**src/sv/lli_pkg.sv**
```systemverilog
// Shared types and constants for the 2-D line intersection block.
// No dependencies; every other file imports this package.
`timescale 1ns / 1ps
`default_nettype none
package lli_pkg;

    localparam int COORD_W       = 16;               // input coordinate width
    localparam int FRAC_BITS_DEF = 16;               // default result fraction bits
    localparam int OUT_W         = 48;               // result coordinate width
    localparam int AB_W          = COORD_W + 1;      // A = dy, B = -dx
    localparam int C_W           = 2 * COORD_W + 2;  // C = A*x + B*y
    localparam int D_W           = 2 * COORD_W + 3;  // determinant
    localparam int N_W           = 3 * COORD_W + 4;  // Cramer numerators
    localparam int FRONT_LAT     = 4;                // front pipeline stages
    localparam int FL_CW         = $clog2(FRONT_LAT + 1);
    localparam int QUEUE_DEPTH_DEF = 8;              // must be a power of two

    typedef struct packed {
        logic signed [COORD_W-1:0] first_start_x;
        logic signed [COORD_W-1:0] first_start_y;
        logic signed [COORD_W-1:0] first_end_x;
        logic signed [COORD_W-1:0] first_end_y;
        logic signed [COORD_W-1:0] second_start_x;
        logic signed [COORD_W-1:0] second_start_y;
        logic signed [COORD_W-1:0] second_end_x;
        logic signed [COORD_W-1:0] second_end_y;
    } t_in_item;

    typedef struct packed {
        logic signed [OUT_W-1:0] cross_x;
        logic signed [OUT_W-1:0] cross_y;
        logic                    parallel;
        logic                    saturated;
    } t_out_item;

    // Classified job handed from front to back: magnitudes plus signs.
    typedef struct packed {
        logic [N_W-1:0] num_x;
        logic [N_W-1:0] num_y;
        logic           neg_x;
        logic           neg_y;
        logic [D_W-1:0] den;
        logic           parallel;
    } t_job;

    typedef struct packed {
        logic [FL_CW-1:0] inflight;
    } t_front_stat;

endpackage
`default_nettype wire

```
**src/sv/lli_queue.sv**
```systemverilog
// Small FIFO of classified jobs between front and back.
// Depends on lli_pkg. DEPTH must be a power of two.
`timescale 1ns / 1ps
`default_nettype none
module lli_queue
    import lli_pkg::*;
#(
    parameter int DEPTH = QUEUE_DEPTH_DEF
) (
    input  wire logic                       i_clk,
    input  wire logic                       i_rst_n,
    input  wire logic                       i_push,
    input  wire t_job                       i_job,
    input  wire logic                       i_pop,
    output t_job                            o_job,
    output logic                            o_vld,
    output logic                            o_empty,
    output logic [$clog2(DEPTH+1)-1:0]      o_count
);

    localparam int PTR_W = $clog2(DEPTH);
    localparam int CNT_W = $clog2(DEPTH + 1);

    t_job             r_mem [DEPTH];
    logic [PTR_W-1:0] r_wr, r_rd;
    logic [CNT_W-1:0] r_count;
    t_job             r_job;
    logic             r_vld;

    // popped head lands in r_job, valid in the cycle after the pop
    always_ff @(posedge i_clk) begin
        if (i_push) begin
            r_mem[r_wr] <= i_job;
        end
        if (i_pop) begin
            r_job <= r_mem[r_rd];
        end
    end

    always_ff @(posedge i_clk) begin
        if (!i_rst_n) begin
            r_wr    <= '0;
            r_rd    <= '0;
            r_count <= '0;
            r_vld   <= 1'b0;
        end else begin
            if (i_push) r_wr <= r_wr + 1'b1;
            if (i_pop)  r_rd <= r_rd + 1'b1;
            r_count <= r_count + CNT_W'(i_push) - CNT_W'(i_pop);
            r_vld   <= i_pop;
        end
    end

    assign o_job   = r_job;
    assign o_vld   = r_vld;
    assign o_empty = (r_count == '0);
    assign o_count = r_count;

    a_no_overflow: assert property (@(posedge i_clk) disable iff (!i_rst_n)
        i_push && !i_pop |-> r_count != CNT_W'(DEPTH))
        else $error("job queue overflow");
    a_no_underflow: assert property (@(posedge i_clk) disable iff (!i_rst_n)
        i_pop |-> r_count != '0)
        else $error("job queue underflow");

endmodule
`default_nettype wire

```
**config.mk**
```make
export PLATFORM = sky130hd
export DESIGN_NAME = lli_queue
export DESIGN_NICKNAME = d
export VERILOG_FILES = /design/src/sv/lli_pkg.sv /design/src/sv/lli_queue.sv
export SDC_FILE = /design/constraint.sdc
export NUM_CORES = 1
export LEC_CHECK = 0
export BUFFER_PORTS_ARGS = -buffer_cell sky130_fd_sc_hd__buf_2
export CORE_ASPECT_RATIO = 1.4
export CORE_UTILIZATION = 40
export CTS_CLUSTER_DIAMETER = 120
export DETAILED_ROUTE_END_ITERATION = 12
export SLEW_MARGIN = 15
export SYNTH_ARGS = -nofsm -noshare
export SYNTH_HDL_FRONTEND = slang
export SYNTH_SLANG_ARGS = --single-unit
```
**constraint.sdc**
```tcl
create_clock -name i_clk -period 16.4 [get_ports i_clk]
set_input_delay 0.82 -clock i_clk [delete_from_list [all_inputs] [get_ports i_clk]]
set_output_delay 0.82 -clock i_clk [all_outputs]
set_load 0.02 [all_outputs]
```
# After elaboration in Yosys (flattened, before gate mapping)
# Memories as Yosys holds them, arrays and structs flattened. A register that Yosys moved wholly into a read port is not among the register bits.
# Cells that the tools add are included.
# totals
reg_bits	11
latch_bits	0
mem_bits_rw	1136
romBits	0
elab_cells	12
memories	1
# op_classes
n_addsub	4
multipliers	0
div	0
order_cmp	0
n_eq_ne	0
n_shift	0
mux	2
n_bitwise	0
reduce_logical	1
# mem_list
name	depth	width	rd	rd_clocked_by_memory_dff	wr	line_no	rtl
r_mem	8	142	1	1	1	lli_queue.sv:24	t_job r_mem [DEPTH];
# op_table
op	n
$add 3x1->3 const B	2
$add 4x1->4	1
$logic_not 4->1	1
$sub 4x1->4	1
$mux 1	2

# Depth between registers and ports, before layout
# depth
ltp_word	2
mapped_depth	8
mapped_depth_nobuf	8

# Least setup slack after synthesis
# OpenSTA, ideal clock, no wires.
# synth_timing
kind	in2reg
startpoint	input port i_push
endpoint	memory r_mem[0][0] in the netlist's numbering (enable)
setup_time_ns	0.818
arrival_time_ns	10.492
required_time_ns	15.582
path_slack_ns	5.091
stages	2
n_path_buf	0
path_cell_list	nand2b_1 -> nor3_1
# synth_via
elab_chain_cells	2
# synth_rtl
item	line_no	rtl
from (decl)	lli_queue.sv:12	input wire logic i_push,
$mux 1	lli_queue.sv:32	if (i_push) begin
$mux 1 (not written as such)	lli_queue.sv:33	r_mem[r_wr] <= i_job;
to (decl)	lli_queue.sv:24	
# No other way between the ends.

# Worst setup path in the final report
# layout_timing
startpoint	register r_wr[0]
endpoint	memory r_mem[1][47] in the netlist's numbering (enable)
# layout_lines
item	line_no	rtl
from (decl)	lli_queue.sv:25	logic [PTR_W-1:0] r_wr, r_rd;
from (signal assigned)	lli_queue.sv:47	if (i_push) r_wr <= r_wr + 1'b1;
# No word-level cell before the write port.

==> results.toml <==
[logic_synthesis]
synth_nets = 2003
synth_seq_cells = 1289
synth_cell_type_count = 25
ys_warn_count = 0
syn_inst = 1849
syn_area_per_cell_sq_um = 25.9
synth_area_sq_um = 48000
yosysSeqAreaShare_pct = 80.5

[drt]
drt_iter0_drc = 1358
vias = 20245
ant_nets = 0
drt_pre_antenna_iters = 5
drt_wl_total_microns = 97000
routedWlPerCell_microns = 24.7
avgViaCountPerCell = 5.17
post-route-drc-count = 0

[clock_tree]
cts_tree = "yes"
numCtsBuffers = 119
clock-root-buffer = "clkbuf_16"
cts_repair_resize_count = 0
clockBufferDepth = 3
htreeDepth = 3
path_clk_slew_ns = 0.06
hold_buffers = 0
cts_sinks = 1289
cts_setup_buffers = 0
clk_latency_ns = 0.72

[floorplan]
die_x_microns = 295
die_h_microns = 412
core_area_sq_um = 119000
start_util_pct = 40.2
num_rows = 150
fp.dieArea_sq_um = 121000
io_pins = 294

[hold_path]
hp-start = "i_job[17]"
whs_endpoint = "r_mem[7][17]$_DFFE_PP_"
holdCritPathClass = "primary input to flop"
min_path_cells = 1

[place]
io_buffers = 293
post-place-ws_ns = 12.20
place_hpwl_microns = 51300
gp_congestion = 0.695

[power_and_ir_drop]
leakagePower_uw = 0.0176
power.density_nw_per_um2 = 126
power.share.clock_pct = 37.8
internal_power_uw = 5450
switchingPower_uw = 1500
seqPwrFrac_pct = 54.6
swShare_pct = 21.6
fin_total_pwr_uw = 6960
peakVddDrop_mv = 0.0931
pwr-share-comb_pct = 7.5

[sta]
max_freq_mhz = 301
finalSetupTns_ns = 0
timing.final.ws_setup_ns = 13.08
rsz0062_at_grt = "false"
fin_skew_ns = 0.0318
worst_pin_slew_ns = 1.17
layout_min_cycle_time_ns = 3.32
timing.hold.ws_ns = 0.359
hold_viol = 0
slew_violations = 0
period_share_pct = 20.3
relSlewSlack_pct = 22.3
setup_viol_count_final = 0

[setup_path]
slowest_delay_ns = 0.86
cp.arrival_ns = 3.65
crit_chain = "nand2b_1, nor2_4, buf_4, buf_4"
cp_max_fo = 44
crit_top_cell = "buf_4"
cp_slowest_cell = "nor2_4"
rr_startpoint = "r_wr[0]$_SDFFE_PN0P_"
cp-start-kind = "flop"
ff2ff_setup_slack_ns = 13.08
crit_required_ns = 16.73
worstReg2RegEnd = "r_mem[1][47]$_DFFE_PP_"
crit_path_end_kind = "flop"
r2r_cells = 4
critPathKind = "flop to flop"

[global_routing]
grt_start_max_net_pins = 147
grt_pass1_vias = 21843
gr-usage-all-layers_pct = 16.1
grt_overflow = 0
antenna_found_initial = 29
grt_pass1_wl_microns = 142000

[finish]
areaGrowthSynthToFinish_pct = 14.7
finalCoreUtilization_pct = 46.2
drive_gt1_share_pct = 34.6
nets = 2372

[status]
status = "finished clean"

[job]
drv_cap = 0
==> critical path, delay by kind of cell (launching register included) <==
kind | cells | cell delay, ns
buf+inv | 2 | 1.31
flops | 1 | 0.48
simple gates | 2 | 1.05
==> routing by layer <==
layer / part of all wire (%) / vias up / track usage (%)
li1: - / 8786 / -
met1: 40 / 10781 / 19.4
met2: 52 / 464 / 28.3
met3: 5.5 / 176 / 3.62
met4: 2.5 / 38 / 5.68
met5: 0.27 / - / 0
==> power by group through the flow <==
stage | clock network (uW) | logic, uW | registers, uW
after detailed placement | 0 | 530 | 3880
after floorplan | 0 | 304 | 3930
after global placement | 0 | 519 | 3870
final | 2630 | 524 | 3800
after global routing | 2820 | 568 | 3810
after CTS | 2710 | 532 | 3810
==> state kept, by name (all words and copies together), names as in the netlist <==
signal,flops
o_count,4
o_job,142
o_vld,1
r_mem,1136
r_rd,3
r_wr,3
==> per-stage QoR <==
stage | area, sq um | cells
after floorplan | 48000 | 1849
final | 55000 | 3919
after detailed placement | 51300 | 3691
after CTS | 55000 | 3912
after global placement | 51300 | 3691
after global routing | 55000 | 3916
==> worst max-delay path by stage <==
stage	startpoint	to	slack, ns
floorplan	i_push	r_mem[0][0]$_DFFE_PP_	5.09
global placement	i_push	r_mem[2][66]$_DFFE_PP_	12.23
detailed placement	i_push	r_mem[2][66]$_DFFE_PP_	12.20
CTS	r_wr[2]$_SDFFE_PN0P_	r_mem[2][62]$_DFFE_PP_	12.83
global route	r_wr[0]$_SDFFE_PN0P_	r_mem[1][40]$_DFFE_PP_	12.88
finish	r_wr[0]$_SDFFE_PN0P_	r_mem[1][47]$_DFFE_PP_	13.08
==> area by class of cell <==
| cell class | count | area, sq um |
|---|---|---|
| fillers | 9802 | 64100 |
| flip-flops and latches | 1289 | 38600 |
| multi-input cells | 472 | 8850 |
| clock buffers | 152 | 3170 |
| well taps | 1596 | 2000 |
| repair buffers | 329 | 1820 |
| clock inverters | 69 | 561 |
| inverters | 7 | 26.3 |
| diodes | 5 | 12.5 |
==> cell families (layout without fill, tap and decap cells) <==
group | after synthesis | after routing | synth area share [%]
adders and majority gates | 8 | 8 | 0.224
and+or+nand+nor | 28 | 28 | 0.303
xor gates and xnor gates | 5 | 5 | 0.0913
DFF | 1289 | 1289 | 80.5
AOI/OAI and AO/OA | 2 | 2 | 0.0261
muxes | 429 | 429 | 17.7
buffers and inverters | 88 | 557 | 1.19
other | 0 | 5 | 0
==> cells in the final DEF (no fill, tap or decap), drive strengths merged <==
master,instances
xnor2,3
nand2b,4
clkbuf,153
nor2b,3
nand2,5
edfxtp,1278
mux2,142
clkinvlp,9
nor2,6
mux2i,3
ha,7
buf,328
inv,11
mux4,284
a21o,1
dfxtp,11
fa,1
bufinv,6
a21oi,1
nor3,2
and2,7
clkinv,50
and3,1
diode,5
xor2,2
==> cell usage after synthesis <==
master | n | area share, %
xor2_1 | 2 | 0.037
buf_2 | 9 | 0.094
nor2_1 | 6 | 0.047
buf_6 | 26 | 0.61
mux2i_1 | 3 | 0.063
buf_1 | 14 | 0.11
inv_1 | 7 | 0.055
nor2b_1 | 3 | 0.039
mux4_1 | 124 | 6.8
dfxtp_1 | 11 | 0.46
a21o_1 | 1 | 0.016
a21oi_1 | 1 | 0.010
ha_1 | 7 | 0.18
buf_8 | 3 | 0.094
nand2b_1 | 4 | 0.052
clkbuf_1 | 29 | 0.23
edfxtp_1 | 1278 | 80
xnor2_1 | 3 | 0.055
fa_1 | 1 | 0.042
mux4_2 | 160 | 7.5
nand2_1 | 5 | 0.039
and3_1 | 1 | 0.013
nor3_1 | 2 | 0.021
mux2_2 | 142 | 3.3
and2_1 | 7 | 0.091
(Power assumes the default switching activity.)
